File: src/cmp_pkg.sv
// ============================================================================
// cmp_pkg
// Shared types and constants for the CoAP message parser: result kinds,
// error codes, parse phases, the result record and the push bundle.
// ============================================================================
package cmp_pkg;

    localparam int BYTE_CNT_W  = 11;
    localparam int OPT_CNT_W   = 5;
    localparam int PAY_CNT_W   = 11;
    localparam int OPT_LEN_W   = 17;
    localparam int OFIFO_DEPTH = 8;
    localparam int OFIFO_AW    = $clog2(OFIFO_DEPTH);

    localparam logic [7:0]           MARKER    = 8'hFF;
    localparam logic [3:0]           EXT1      = 4'd13;
    localparam logic [3:0]           EXT2      = 4'd14;
    localparam logic [3:0]           RESERVED  = 4'd15;
    localparam logic [3:0]           MAX_TOKEN = 4'd8;
    localparam logic [OPT_LEN_W-1:0] EXT1_BIAS = 17'd13;
    localparam logic [OPT_LEN_W-1:0] EXT2_BIAS = 17'd269;

    typedef enum logic [2:0] {
        KIND_HEADER  = 3'd0,
        KIND_TOKEN   = 3'd1,
        KIND_OPT     = 3'd2,
        KIND_OPTBYTE = 3'd3,
        KIND_PAYLOAD = 3'd4,
        KIND_END     = 3'd5,
        KIND_ERROR   = 3'd6
    } t_kind;

    typedef enum logic [2:0] {
        ERR_NONE         = 3'd0,
        ERR_SHORT_HEADER = 3'd1,
        ERR_TOKEN_LONG   = 3'd2,
        ERR_RESERVED     = 3'd3,
        ERR_TRUNCATED    = 3'd4
    } t_err;

    typedef enum logic [12:0] {
        PH_HDR      = 13'b0000000000001,
        PH_TOKEN    = 13'b0000000000010,
        PH_OPTHEAD  = 13'b0000000000100,
        PH_DELTA1   = 13'b0000000001000,
        PH_DELTA_HI = 13'b0000000010000,
        PH_DELTA_LO = 13'b0000000100000,
        PH_LEN1     = 13'b0000001000000,
        PH_LEN_HI   = 13'b0000010000000,
        PH_LEN_LO   = 13'b0000100000000,
        PH_VALUE    = 13'b0001000000000,
        PH_PAYLOAD  = 13'b0010000000000,
        PH_IGNORE   = 13'b0100000000000,
        PH_ERRSKIP  = 13'b1000000000000
    } t_phase;

    typedef struct packed {
        t_kind                 kind;
        logic [1:0]            version;
        logic [1:0]            msg_type;
        logic [3:0]            token_length;
        logic [7:0]            code;
        logic [15:0]           message_id;
        logic [15:0]           option_number;
        logic [OPT_LEN_W-1:0]  option_length;
        logic [7:0]            byte_out;
        logic [OPT_CNT_W-1:0]  option_count;
        logic [PAY_CNT_W-1:0]  payload_length;
        t_err                  error_code;
    } t_result;

    typedef struct packed {
        logic    v0;
        logic    v1;
        t_result r0;
        t_result r1;
    } t_push;

    function automatic t_result empty_result(input t_kind kind);
        t_result r;
        r            = '0;
        r.kind       = kind;
        r.error_code = ERR_NONE;
        return r;
    endfunction

endpackage

File: src/cmp_parser.sv
// ============================================================================
// cmp_parser
// Per-byte CoAP parse step: header, token, options with extended forms,
// payload, end and error items. Produces up to two result items per byte.
// ============================================================================
module cmp_parser #(
    parameter int MAX_OPTIONS  = 10,
    parameter int MAX_DATAGRAM = 1024
) (
    input  logic              i_clk,
    input  logic              i_rst_n,
    input  logic              i_valid,
    input  logic [7:0]        i_data_byte,
    input  logic              i_last_byte,
    output cmp_pkg::t_push    o_push
);

    cmp_pkg::t_phase                      r_phase, n_phase;
    logic [cmp_pkg::BYTE_CNT_W-1:0]       r_byte_count, n_byte_count;
    logic [23:0]                          r_header_hold, n_header_hold;
    logic [3:0]                           r_token_remaining, n_token_remaining;
    logic [15:0]                          r_run_opt, n_run_opt;
    logic [cmp_pkg::OPT_LEN_W-1:0]        r_delta, n_delta;
    logic [cmp_pkg::OPT_LEN_W-1:0]        r_len, n_len;
    logic [cmp_pkg::OPT_LEN_W-1:0]        r_value_rem, n_value_rem;
    logic [cmp_pkg::OPT_CNT_W-1:0]        r_options_done, n_options_done;
    logic [cmp_pkg::PAY_CNT_W-1:0]        r_payload_seen, n_payload_seen;

    cmp_pkg::t_result c0, c1, fin;
    logic             c0_v, c1_v, fin_v;
    logic             after_d, start_o;

    always_comb begin
        n_phase           = r_phase;
        n_byte_count      = r_byte_count;
        n_header_hold     = r_header_hold;
        n_token_remaining = r_token_remaining;
        n_run_opt         = r_run_opt;
        n_delta           = r_delta;
        n_len             = r_len;
        n_value_rem       = r_value_rem;
        n_options_done    = r_options_done;
        n_payload_seen    = r_payload_seen;
        c0                = cmp_pkg::empty_result(cmp_pkg::KIND_HEADER);
        c0_v              = 1'b0;
        c1                = cmp_pkg::empty_result(cmp_pkg::KIND_ERROR);
        c1.error_code     = cmp_pkg::ERR_TOKEN_LONG;
        c1_v              = 1'b0;
        after_d           = 1'b0;
        start_o           = 1'b0;

        if (i_valid && (r_byte_count < cmp_pkg::BYTE_CNT_W'(MAX_DATAGRAM))) begin
            n_byte_count = r_byte_count + cmp_pkg::BYTE_CNT_W'(1);
            case (r_phase)
                cmp_pkg::PH_HDR: begin
                    case (r_byte_count[1:0])
                        2'd0: n_header_hold[23:16] = i_data_byte;
                        2'd1: n_header_hold[15:8]  = i_data_byte;
                        2'd2: n_header_hold[7:0]   = i_data_byte;
                        default: begin
                            c0              = cmp_pkg::empty_result(cmp_pkg::KIND_HEADER);
                            c0.version      = r_header_hold[23:22];
                            c0.msg_type     = r_header_hold[21:20];
                            c0.token_length = r_header_hold[19:16];
                            c0.code         = r_header_hold[15:8];
                            c0.message_id   = {r_header_hold[7:0], i_data_byte};
                            c0_v            = 1'b1;
                            if (r_header_hold[19:16] > cmp_pkg::MAX_TOKEN) begin
                                c1_v    = 1'b1;
                                n_phase = cmp_pkg::PH_ERRSKIP;
                            end else if (r_header_hold[19:16] == 4'd0) begin
                                n_phase = cmp_pkg::PH_OPTHEAD;
                            end else begin
                                n_token_remaining = r_header_hold[19:16];
                                n_phase           = cmp_pkg::PH_TOKEN;
                            end
                        end
                    endcase
                end
                cmp_pkg::PH_TOKEN: begin
                    c0                = cmp_pkg::empty_result(cmp_pkg::KIND_TOKEN);
                    c0.byte_out       = i_data_byte;
                    c0_v              = 1'b1;
                    n_token_remaining = r_token_remaining - 4'd1;
                    if (n_token_remaining == 4'd0) begin
                        n_phase = cmp_pkg::PH_OPTHEAD;
                    end
                end
                cmp_pkg::PH_OPTHEAD: begin
                    if (i_data_byte == cmp_pkg::MARKER) begin
                        n_phase = cmp_pkg::PH_PAYLOAD;
                    end else if (r_options_done >= cmp_pkg::OPT_CNT_W'(MAX_OPTIONS)) begin
                        n_phase = cmp_pkg::PH_IGNORE;
                    end else if ((i_data_byte[7:4] == cmp_pkg::RESERVED) ||
                                 (i_data_byte[3:0] == cmp_pkg::RESERVED)) begin
                        c0            = cmp_pkg::empty_result(cmp_pkg::KIND_ERROR);
                        c0.error_code = cmp_pkg::ERR_RESERVED;
                        c0_v          = 1'b1;
                        n_phase       = cmp_pkg::PH_ERRSKIP;
                    end else begin
                        n_delta = {13'd0, i_data_byte[7:4]};
                        n_len   = {13'd0, i_data_byte[3:0]};
                        if (i_data_byte[7:4] == cmp_pkg::EXT1) begin
                            n_phase = cmp_pkg::PH_DELTA1;
                        end else if (i_data_byte[7:4] == cmp_pkg::EXT2) begin
                            n_phase = cmp_pkg::PH_DELTA_HI;
                        end else begin
                            after_d = 1'b1;
                        end
                    end
                end
                cmp_pkg::PH_DELTA1: begin
                    n_delta = cmp_pkg::OPT_LEN_W'(i_data_byte) + cmp_pkg::EXT1_BIAS;
                    after_d = 1'b1;
                end
                cmp_pkg::PH_DELTA_HI: begin
                    n_delta = {1'b0, i_data_byte, 8'h00};
                    n_phase = cmp_pkg::PH_DELTA_LO;
                end
                cmp_pkg::PH_DELTA_LO: begin
                    n_delta = r_delta + cmp_pkg::OPT_LEN_W'(i_data_byte) + cmp_pkg::EXT2_BIAS;
                    after_d = 1'b1;
                end
                cmp_pkg::PH_LEN1: begin
                    n_len   = cmp_pkg::OPT_LEN_W'(i_data_byte) + cmp_pkg::EXT1_BIAS;
                    start_o = 1'b1;
                end
                cmp_pkg::PH_LEN_HI: begin
                    n_len   = {1'b0, i_data_byte, 8'h00};
                    n_phase = cmp_pkg::PH_LEN_LO;
                end
                cmp_pkg::PH_LEN_LO: begin
                    n_len   = r_len + cmp_pkg::OPT_LEN_W'(i_data_byte) + cmp_pkg::EXT2_BIAS;
                    start_o = 1'b1;
                end
                cmp_pkg::PH_VALUE: begin
                    c0          = cmp_pkg::empty_result(cmp_pkg::KIND_OPTBYTE);
                    c0.byte_out = i_data_byte;
                    c0_v        = 1'b1;
                    n_value_rem = r_value_rem - cmp_pkg::OPT_LEN_W'(1);
                    if (n_value_rem == '0) begin
                        n_options_done = r_options_done + cmp_pkg::OPT_CNT_W'(1);
                        n_phase        = cmp_pkg::PH_OPTHEAD;
                    end
                end
                cmp_pkg::PH_PAYLOAD: begin
                    c0          = cmp_pkg::empty_result(cmp_pkg::KIND_PAYLOAD);
                    c0.byte_out = i_data_byte;
                    c0_v        = 1'b1;
                    if (r_payload_seen != '1) begin
                        n_payload_seen = r_payload_seen + cmp_pkg::PAY_CNT_W'(1);
                    end
                end
                default: begin
                end
            endcase

            if (after_d) begin
                if (n_len == cmp_pkg::OPT_LEN_W'(cmp_pkg::EXT1)) begin
                    n_phase = cmp_pkg::PH_LEN1;
                end else if (n_len == cmp_pkg::OPT_LEN_W'(cmp_pkg::EXT2)) begin
                    n_phase = cmp_pkg::PH_LEN_HI;
                end else begin
                    start_o = 1'b1;
                end
            end

            if (start_o) begin
                n_run_opt        = r_run_opt + n_delta[15:0];
                c0               = cmp_pkg::empty_result(cmp_pkg::KIND_OPT);
                c0.option_number = n_run_opt;
                c0.option_length = n_len;
                c0_v             = 1'b1;
                n_value_rem      = n_len;
                if (n_len == '0) begin
                    n_options_done = r_options_done + cmp_pkg::OPT_CNT_W'(1);
                    n_phase        = cmp_pkg::PH_OPTHEAD;
                end else begin
                    n_phase = cmp_pkg::PH_VALUE;
                end
            end
        end

        fin                = cmp_pkg::empty_result(cmp_pkg::KIND_END);
        fin.option_count   = n_options_done;
        fin.payload_length = n_payload_seen;
        fin_v              = i_valid && i_last_byte;
        case (n_phase)
            cmp_pkg::PH_HDR: begin
                fin            = cmp_pkg::empty_result(cmp_pkg::KIND_ERROR);
                fin.error_code = cmp_pkg::ERR_SHORT_HEADER;
            end
            cmp_pkg::PH_DELTA1, cmp_pkg::PH_DELTA_HI, cmp_pkg::PH_DELTA_LO,
            cmp_pkg::PH_LEN1, cmp_pkg::PH_LEN_HI, cmp_pkg::PH_LEN_LO,
            cmp_pkg::PH_VALUE: begin
                fin            = cmp_pkg::empty_result(cmp_pkg::KIND_ERROR);
                fin.error_code = cmp_pkg::ERR_TRUNCATED;
            end
            cmp_pkg::PH_ERRSKIP: begin
                fin_v = 1'b0;
            end
            default: begin
            end
        endcase
    end

    assign o_push.v0 = c0_v || fin_v;
    assign o_push.v1 = c0_v && (c1_v || fin_v);
    assign o_push.r0 = c0_v ? c0 : fin;
    assign o_push.r1 = c1_v ? c1 : fin;

    always_ff @(posedge i_clk) begin
        if (!i_rst_n || (i_valid && i_last_byte)) begin
            r_phase           <= cmp_pkg::PH_HDR;
            r_byte_count      <= '0;
            r_header_hold     <= '0;
            r_token_remaining <= '0;
            r_run_opt         <= '0;
            r_delta           <= '0;
            r_len             <= '0;
            r_value_rem       <= '0;
            r_options_done    <= '0;
            r_payload_seen    <= '0;
        end else if (i_valid) begin
            r_phase           <= n_phase;
            r_byte_count      <= n_byte_count;
            r_header_hold     <= n_header_hold;
            r_token_remaining <= n_token_remaining;
            r_run_opt         <= n_run_opt;
            r_delta           <= n_delta;
            r_len             <= n_len;
            r_value_rem       <= n_value_rem;
            r_options_done    <= n_options_done;
            r_payload_seen    <= n_payload_seen;
        end
    end

`ifndef ASSERT_OFF
    a_last_restarts: assert property (@(posedge i_clk) disable iff (!i_rst_n)
        i_valid && i_last_byte |=> r_phase == cmp_pkg::PH_HDR && r_byte_count == '0)
        else $error("parser state not cleared after final byte");

    a_opt_limit: assert property (@(posedge i_clk) disable iff (!i_rst_n)
        r_options_done <= cmp_pkg::OPT_CNT_W'(MAX_OPTIONS))
        else $error("option count beyond limit");

    a_hdr_count: assert property (@(posedge i_clk) disable iff (!i_rst_n)
        r_phase == cmp_pkg::PH_HDR |-> r_byte_count <= cmp_pkg::BYTE_CNT_W'(3))
        else $error("header phase past fourth byte");
`endif

endmodule

File: src/cmp_ofifo.sv
// ============================================================================
// cmp_ofifo
// Result queue: takes up to two result items per cycle, hands out one.
// ============================================================================
module cmp_ofifo (
    input  logic                      i_clk,
    input  logic                      i_rst_n,
    input  cmp_pkg::t_push            i_push,
    input  logic                      i_pop,
    output logic                      o_valid,
    output logic [cmp_pkg::OFIFO_AW:0] o_count,
    output cmp_pkg::t_result          o_data
);

    cmp_pkg::t_result                   r_mem [cmp_pkg::OFIFO_DEPTH];
    logic [cmp_pkg::OFIFO_AW-1:0]       r_wr_ptr, r_rd_ptr;
    logic [cmp_pkg::OFIFO_AW:0]         r_count;
    logic [cmp_pkg::OFIFO_AW-1:0]       wr_ptr1;
    logic [cmp_pkg::OFIFO_AW:0]         push_n;
    logic                               pop;

    assign wr_ptr1 = r_wr_ptr + cmp_pkg::OFIFO_AW'(1);
    assign push_n  = (cmp_pkg::OFIFO_AW+1)'(i_push.v0) + (cmp_pkg::OFIFO_AW+1)'(i_push.v1);
    assign pop     = i_pop && (r_count != '0);

    always_ff @(posedge i_clk) begin
        if (i_push.v0) begin
            r_mem[r_wr_ptr] <= i_push.r0;
        end
        if (i_push.v1) begin
            r_mem[wr_ptr1] <= i_push.r1;
        end
    end

    always_ff @(posedge i_clk) begin
        if (!i_rst_n) begin
            r_wr_ptr <= '0;
            r_rd_ptr <= '0;
            r_count  <= '0;
        end else begin
            r_wr_ptr <= r_wr_ptr + push_n[cmp_pkg::OFIFO_AW-1:0];
            r_rd_ptr <= r_rd_ptr + cmp_pkg::OFIFO_AW'(pop);
            r_count  <= r_count + push_n - (cmp_pkg::OFIFO_AW+1)'(pop);
        end
    end

    assign o_valid = (r_count != '0);
    assign o_count = r_count;
    assign o_data  = r_mem[r_rd_ptr];

`ifndef ASSERT_OFF
    a_no_overflow: assert property (@(posedge i_clk) disable iff (!i_rst_n)
        r_count <= (cmp_pkg::OFIFO_AW+1)'(cmp_pkg::OFIFO_DEPTH))
        else $error("result queue overflow");

    a_push_order: assert property (@(posedge i_clk) disable iff (!i_rst_n)
        i_push.v1 |-> i_push.v0)
        else $error("second result pushed without first");
`endif

endmodule

File: src/coap_message_parser_top.sv
// ============================================================================
// coap_message_parser_top
// CoAP datagram parser, one byte per item in, parsed result items out.
// ============================================================================
// Input channel: i_valid / o_stall with i_data_byte and i_last_byte; a byte
// is taken at an edge where i_valid is high and o_stall is low.
// Output channel: o_valid / i_stall with one result item per accepted edge
// (header, token byte, option start, option value byte, payload byte, end,
// error); fields not used by an item's kind are zero.
// An accepted byte passes through the input register and the parser into
// the result queue; its first result then leaves from the queue head.
// Throughput: one byte per cycle while o_stall is low. A byte yields zero,
// one or two results; the output side drains one per cycle from an 8-entry
// queue while i_stall is low, and o_stall rises when the queue cannot take
// two more results from the byte in the input register and the next one.
// Reset (synchronous, active low) empties the queue and returns the parser
// to the header phase. The final byte of each datagram does the same to the
// parser state. While i_stall is high the head result holds.
// ============================================================================
module coap_message_parser_top #(
    parameter int MAX_OPTIONS  = 10,
    parameter int MAX_DATAGRAM = 1024
) (
    input  logic        i_clk,
    input  logic        i_rst_n,
    input  logic        i_valid,
    output logic        o_stall,
    input  logic [7:0]  i_data_byte,
    input  logic        i_last_byte,
    output logic        o_valid,
    input  logic        i_stall,
    output logic [2:0]  o_kind,
    output logic [1:0]  o_version,
    output logic [1:0]  o_msg_type,
    output logic [3:0]  o_token_length,
    output logic [7:0]  o_code,
    output logic [15:0] o_message_id,
    output logic [15:0] o_option_number,
    output logic [16:0] o_option_length,
    output logic [7:0]  o_byte_out,
    output logic [4:0]  o_option_count,
    output logic [10:0] o_payload_length,
    output logic [2:0]  o_error_code
);

    logic                        r_in_valid;
    logic [7:0]                  r_in_byte;
    logic                        r_in_last;
    logic                        in_acc;
    cmp_pkg::t_push              push;
    cmp_pkg::t_result            head;
    logic [cmp_pkg::OFIFO_AW:0]  fifo_count;

    assign o_stall = (fifo_count + (r_in_valid ? (cmp_pkg::OFIFO_AW+1)'(2)
                                               : (cmp_pkg::OFIFO_AW+1)'(0)))
                     > (cmp_pkg::OFIFO_AW+1)'(cmp_pkg::OFIFO_DEPTH - 2);
    assign in_acc  = i_valid && !o_stall;

    always_ff @(posedge i_clk) begin
        if (!i_rst_n) begin
            r_in_valid <= 1'b0;
        end else begin
            r_in_valid <= in_acc;
        end
    end

    always_ff @(posedge i_clk) begin
        if (in_acc) begin
            r_in_byte <= i_data_byte;
            r_in_last <= i_last_byte;
        end
    end

    cmp_parser #(
        .MAX_OPTIONS  (MAX_OPTIONS),
        .MAX_DATAGRAM (MAX_DATAGRAM)
    ) u_parser (
        .i_clk       (i_clk),
        .i_rst_n     (i_rst_n),
        .i_valid     (r_in_valid),
        .i_data_byte (r_in_byte),
        .i_last_byte (r_in_last),
        .o_push      (push)
    );

    cmp_ofifo u_ofifo (
        .i_clk   (i_clk),
        .i_rst_n (i_rst_n),
        .i_push  (push),
        .i_pop   (o_valid && !i_stall),
        .o_valid (o_valid),
        .o_count (fifo_count),
        .o_data  (head)
    );

    assign o_kind           = head.kind;
    assign o_version        = head.version;
    assign o_msg_type       = head.msg_type;
    assign o_token_length   = head.token_length;
    assign o_code           = head.code;
    assign o_message_id     = head.message_id;
    assign o_option_number  = head.option_number;
    assign o_option_length  = head.option_length;
    assign o_byte_out       = head.byte_out;
    assign o_option_count   = head.option_count;
    assign o_payload_length = head.payload_length;
    assign o_error_code     = head.error_code;

endmodule
File: config.mk
export PLATFORM = sky130hd
export DESIGN_NAME = coap_message_parser_top
export DESIGN_NICKNAME = d
export VERILOG_FILES = /design/src/cmp_pkg.sv /design/src/cmp_parser.sv /design/src/cmp_ofifo.sv /design/src/coap_message_parser_top.sv
export SDC_FILE = /design/constraint.sdc
export NUM_CORES = 2
export LEC_CHECK = 0
export ABC_AREA = 1
export CAP_MARGIN = 40
export CORE_MARGIN = 2
export CORE_UTILIZATION = 35
export CTS_BUF_LIST = sky130_fd_sc_hd__clkbuf_8
export DETAILED_ROUTE_END_ITERATION = 8
export DONT_BUFFER_PORTS = 1
export GPL_ROUTABILITY_DRIVEN = 0
export GPL_TIMING_DRIVEN = 0
export HOLD_SLACK_MARGIN = 0.15
export PLACE_DENSITY = 0.61
export SKIP_LAST_GASP = 1
export SYNTH_ARGS = -nofsm -noshare
export SYNTH_HDL_FRONTEND = slang
export SYNTH_HIERARCHICAL = 1
export SYNTH_SLANG_ARGS = --single-unit
File: constraint.sdc
create_clock -name i_clk -period 27.2 [get_ports i_clk]
set_clock_uncertainty 0.2 [all_clocks]
set_input_delay 5.44 -clock i_clk [delete_from_list [all_inputs] [get_ports i_clk]]
set_output_delay 5.44 -clock i_clk [all_outputs]
set_load 0.005 [all_outputs]
# Yosys cells after proc, flatten, opt, wreduce, memory -nomap -nowiden
# Memories as Yosys holds them, arrays and structs flattened. A register that Yosys moved wholly into a read port is not among the register bits.
# Index checks and enable logic that the tools add are counted.
# totals
ff_bits	155
mem_bits_rw	760
input_bits	13
out_inout_bits	97
memories	1
# memory_table
name	words	word_bits	read_ports	rd_clocked_by_memory_dff	write_ports	line_no	rtl
u_ofifo.r_mem	8	95	1	1	2	cmp_ofifo.sv:15	cmp_pkg::t_result r_mem [cmp_pkg::OFIFO_DEPTH];
# op_classes
n_addsub	18
n_lt_le_gt_ge	4
n_eq_ne	37
mux	81
reduce_logical	34
# ops
cell	n
two-way mux 95 bit	6
case mux 95 bit (5 select lines)	1
case mux 94 bit (2 select lines)	1
two-way mux 13 bit	14
two-way mux 17 bit	10
case mux 17 bit (4 select lines)	2
two-way mux 94 bit	1
two-way mux 92 bit	1
case mux 13 bit (6 select lines)	1
adder 17 x 8 -> 17 bit	2
adder 17 x 9 -> 17 bit (second input constant)	2
equality test 17 x 4 -> 1 bit (second input constant)	2
zero test 17 bit	2
two-way mux 11 bit	3
equality test 13 x 1 -> 1 bit (second input constant)	2
equality test 13 x 10 -> 1 bit (second input constant)	2
equality test 13 x 4 -> 1 bit (second input constant)	2
equality test 13 x 5 -> 1 bit (second input constant)	2
equality test 13 x 6 -> 1 bit (second input constant)	2
equality test 13 x 7 -> 1 bit (second input constant)	2
equality test 13 x 8 -> 1 bit (second input constant)	2
equality test 13 x 9 -> 1 bit (second input constant)	2
two-way mux 1 bit	26
two-way mux 5 bit	5
50 further kinds	79

# Depth between registers and ports, before layout
# logic_depth
ltp_word	21
depth_mapped	39

# Cells and area by module
# The synthesis kept the hierarchy.
# by_module_without_submodules
module	instances	cells_each	area_each_um2	seq_area_each_um2
cmp_ofifo	1	6188	46768.6	23022.1
cmp_parser	1	1768	11115.7	2682.6
coap_message_parser_top	1	25	381.6	290.3

# Worst setup path after synthesis
# OpenSTA, ideal clock, no wires.
# synth_path
path_kind	register -> register
from	register r_in_byte[0]
to	memory u_ofifo/r_mem[1][0] (netlist name) (enable)
setup_time_ns	0.680
t_arrival_ns	10.321
required_ns	26.320
path_slack_ns	15.999
path_stages_with_launch	32
period_less_slack_ns	11.201
cell_sequence	edfxtp_1 > clkbuf_1 > inv_1 > ha_1 > inv_1 > ha_1 > fa_1 > nand3_1 > nand3_1 > nand2_1 > nand2_1 > nand2_1 > nand2_1 > a22oi_1 > nand2_1 > nor2_1 > nand2_1 > nor2_2 > nand3_1 > nand3_2 > nand2_2 > inv_2 > nand2_1 > nand3_2 > inv_2 > nand2_1 > nor2_1 > nand2_1 > nand3_1 > nand2_1 > nand2_1 > o21ai_0
# synth_lines
element	line_no	rtl
from (decl)	coap_message_parser_top.sv:47	logic [7:0] r_in_byte;
from (signal assigned)	coap_message_parser_top.sv:69	r_in_byte <= i_data_byte;
to (decl)	cmp_ofifo.sv:15	

==> impl_summary.txt <==
----------------------------------------------------
[Outcome]
  Result of the run ... complete, no violations

[Detailed routing]
  Number of violations reported at the end of detailed-routing iteration 0 ... a little over 6,000
  Final ANT Viol Nets ... 0
  Detailed Route WL ... around 210,000 microns
  Number of iterations in the first detailed-routing pass ... 9
  DRC viols ... 0
  Average wire length per cell after detail routing ... roughly 20 microns
  Vias after detailed routing ... 54,600
  Detail-routed via count per cell ... roughly 5.2

[Layout]
  Final layout net count ... 8,345
  Fraction of final layout cells with drive strength greater than 1 ... between 10% and 20%
  Most frequent standard cell in the layout excluding fill and tap cells ... nand2_1
  Post-Layout Cell Count ... roughly 11,000
  Area grow syn2layout ... 11.8%
  Most frequent cells in the layout ... nand2_1 (3,080), inv_1 (1,137), nand4_1 (778)
  Post-Route Utilization ... between 30% and 40%
  Finished layout cell area ... roughly 65,000 sq um

[Yosys]
  Predominant post-synthesis flop cell ... edfxtp_1
  Largest cells by area after synthesis ... edfxtp_1 (40%), nand2_1 (20%), nand4_1 (8.4%)
  Post-Syn Instances ... between 7,000 and 8,000
  Mean instance size in the synthesized netlist ... around 7.3 sq um
  Number of synthesized register bits ... 914
  Cell taking the most area after synthesis ... edfxtp_1
  Sequential-to-total area share from yosys stat ... between 40% and 50%
  Post-synthesis instance area ... between 50,000 and 60,000 sq um
  Area fraction of the dominant cell type after synthesis ... between 30% and 40%
  Number of enable-type register cells in the synthesized netlist ... between 700 and 800
  Ys Warns ... 6
  Cell variety after synth ... 64
  Post-synth ARST share ... 0%

[Floorplan]
  Core region area ... about 170,000 sq um
  Die extent in x ... approximately 410 microns
  Die footprint ... between 150,000 and 200,000 sq um
  Number of placed I/O pins ... 110
  Vertical die dimension ... 412 microns
  Initial core utilization ... a little over a third
  Floorplan row count ... 149

[Setup path]
  Crit path required time ... approximately 22 ns
  Setup Crit Path Kind ... flop to primary output
  Element type at the critical path end ... primary output
  Arrival time of the worst setup path ... about 3.7 ns
  Worst reg-to-reg setup slack ... between 15 and 20 ns
  Startpoint types ... flop
  Worst Path Max Fanout ... 10

[Pwr]
  Static power due to leakage ... roughly 33 nW
  Psw ... around 1.4 mW
  Fraction of power consumed by the clock network ... approximately 33%
  Reg power frac ... between 40% and 50%
  Maximum VDD drop ... 49.2 uV
  Sw Share ... a little over a third
  Design Power ... around 3.8 mW
  Fraction of power consumed by combinational cells ... 26.4%
  Internal portion of total power ... 2.40 mW
  Power density of the placed cells ... around 58 nW/um^2

[Timing]
  Final count of negative-setup-slack endpoints ... 0
  Maximum achievable frequency ... approximately 110 MHz
  Final Max Tran Viols ... 0
  Part of the cycle the worst path needs ... approximately 34%
  Final min period ... around 9.3 ns
  Final worst setup slack ... 17.91 ns
  Final Hold Vio Count ... 0
  Slew HR ... approximately 30%
  Post-Route Hold Slack ... 0.272 ns
  Setup repair after global routing missed its margin ... false
  Transition time of the tightest slew-check pin ... between 1 and 1.5 ns
  Post-route setup TNS ... 0 ns

[Clock network]
  Later-pin clock latency in the skew report ... ~0.92 ns
  Clock root buffer ... clkbuf_8
  Post-CTS Setup Repair Bufs ... 0
  CTS sink cnt ... between 900 and 1,000
  Cells resized by post-CTS repair ... 0
  Clock tree from TritonCTS ... built
  Count of H-tree levels built during CTS ... 4
  Hold-fix buffer count after cts ... 0
  Number of buffers created by CTS ... 161
  Clock edge transition at the registers on the reported setup and hold paths ... 0.06 ns
  Maximum clock path buffer count ... 3

[Global routing]
  Grt ovf ... 0
  Initial antenna violation count ... 6
  Vias in the first global route ... between 50,000 and 60,000
  Global-route wire length before repair ... about 310,000 microns
  Maximum number of pins on one net before global-route repair ... 29
  Global-route usage over all layers ... about a quarter

[Placed design]
  Port buffer count ... 0
  HPWL after DPL ... about 160,000 microns
  # placed instances ... 10,300
  Placed Area ... between 60,000 and 70,000 sq um
  Worst slack at placement ... between 15 and 20 ns

[Worst hold path]
  Type of the worst min-delay path ... flop to flop

[Flow run]
  Max-cap violations ... 0

----------------------------------------------------
sequential cells by signal (all words and copies together), names as in the netlist:
register	count
u_ofifo/o_count	4
u_parser/r_run_opt	16
u_parser/r_token_remaining	4
u_parser/r_len	17
r_in_last	1
u_parser/r_value_rem	17
u_ofifo/r_rd_ptr	3
r_in_valid	1
u_ofifo/r_mem	760
u_parser/r_byte_count	11
r_in_byte	8
u_parser/r_phase	13
u_ofifo/r_wr_ptr	3
u_parser/r_header_hold	24
u_parser/r_delta	16
u_parser/r_payload_seen	11
u_parser/r_options_done	5
power by group through the flow:
| stage | logic (mW) | registers (mW) | clock network (mW) |
|---|---|---|---|
| final | 0.999 | 1.56 | 1.23 |
| after global routing | 1.09 | 1.56 | 1.32 |
| after CTS | 0.972 | 1.56 | 1.26 |
| after detailed placement | 0.968 | 1.59 | 0 |
| after global placement | 0.950 | 1.59 | 0 |
| after floorplan | 0.608 | 1.58 | 0 |
cells in the mapped netlist, drive strengths merged, types with 27 or more instances:
library cell	instances
dfxtp	145
a21oi	114
o21ai	108
buf	529
clkbuf	271
nand4	778
nor3	69
xor2	31
ha	72
a211oi	27
inv	1086
edfxtp	769
nor2	267
nand3	502
nand2	3098
layout make-up:
type	instances	area (sq um)
fill	17000	100000
clock buffer	169	2330
buffer	800	4150
clock inverter	119	677
tap	2189	2740
sequential	914	26000
inverter	1089	4090
multi-input combinational	5250	24400
timing repair buffer	39	743
antenna	2	5.00
metal layers:
metal | share of wire (%) | up-vias | routed length [microns] | GRT usage (%)
met2 | 45 | 2657 | 94900 | 39.4
met4 | 6.2 | 0 | 13100 | 14.0
met1 | 39 | 25200 | 81200 | 29.8
met5 | 0 | - | 0 | 0
met3 | 10 | 566 | 21200 | 5.68
li1 | - | 26200 | - | -
worst max-delay path, cell delays in order (launching register included):
cell	delay (ns)
dfxtp_1	0.34
buf_2	0.15
inv_1	0.06
buf_2	0.49
buf_2	0.71
buf_2	0.40
nand2_1	0.09
nand3_1	0.11
nand2_1	0.14
nand2_1	0.10
nand2_1	0.14
cells by family (layout without fill, tap and decap cells):
kind of cell | count (synthesis) | count (layout) | share of synthesized area (%)
and+or+nand+nor | 4741 | 4741 | 35.7
adders and majority gates | 77 | 77 | 1.72
xor gates and xnor gates | 36 | 36 | 0.541
AOI/OAI and AO/OA | 321 | 321 | 3.26
other | 2 | 76 | 0.0129
DFF | 914 | 914 | 44.6
muxes | 1 | 1 | 0.0172
buffers and inverters | 1889 | 2216 | 14.1
path summary, 6_finish.rpt:
path                                              to  depth (start not counted)                               startpoint
max                                  o_error_code[0]                         10           u_ofifo/r_rd_ptr[0]$_SDFF_PN0_
min          u_parser/r_header_hold[14]$_SDFFE_PP0P_                          2  u_parser/r_header_hold[14]$_SDFFE_PP0P_
max reg2reg           u_ofifo/r_mem[1][33]$_DFFE_PP_                         31                   r_in_byte[2]$_DFFE_PP_
min reg2reg  u_parser/r_header_hold[14]$_SDFFE_PP0P_                          2  u_parser/r_header_hold[14]$_SDFFE_PP0P_
No activity file was read; power rests on OpenSTA's default activity.
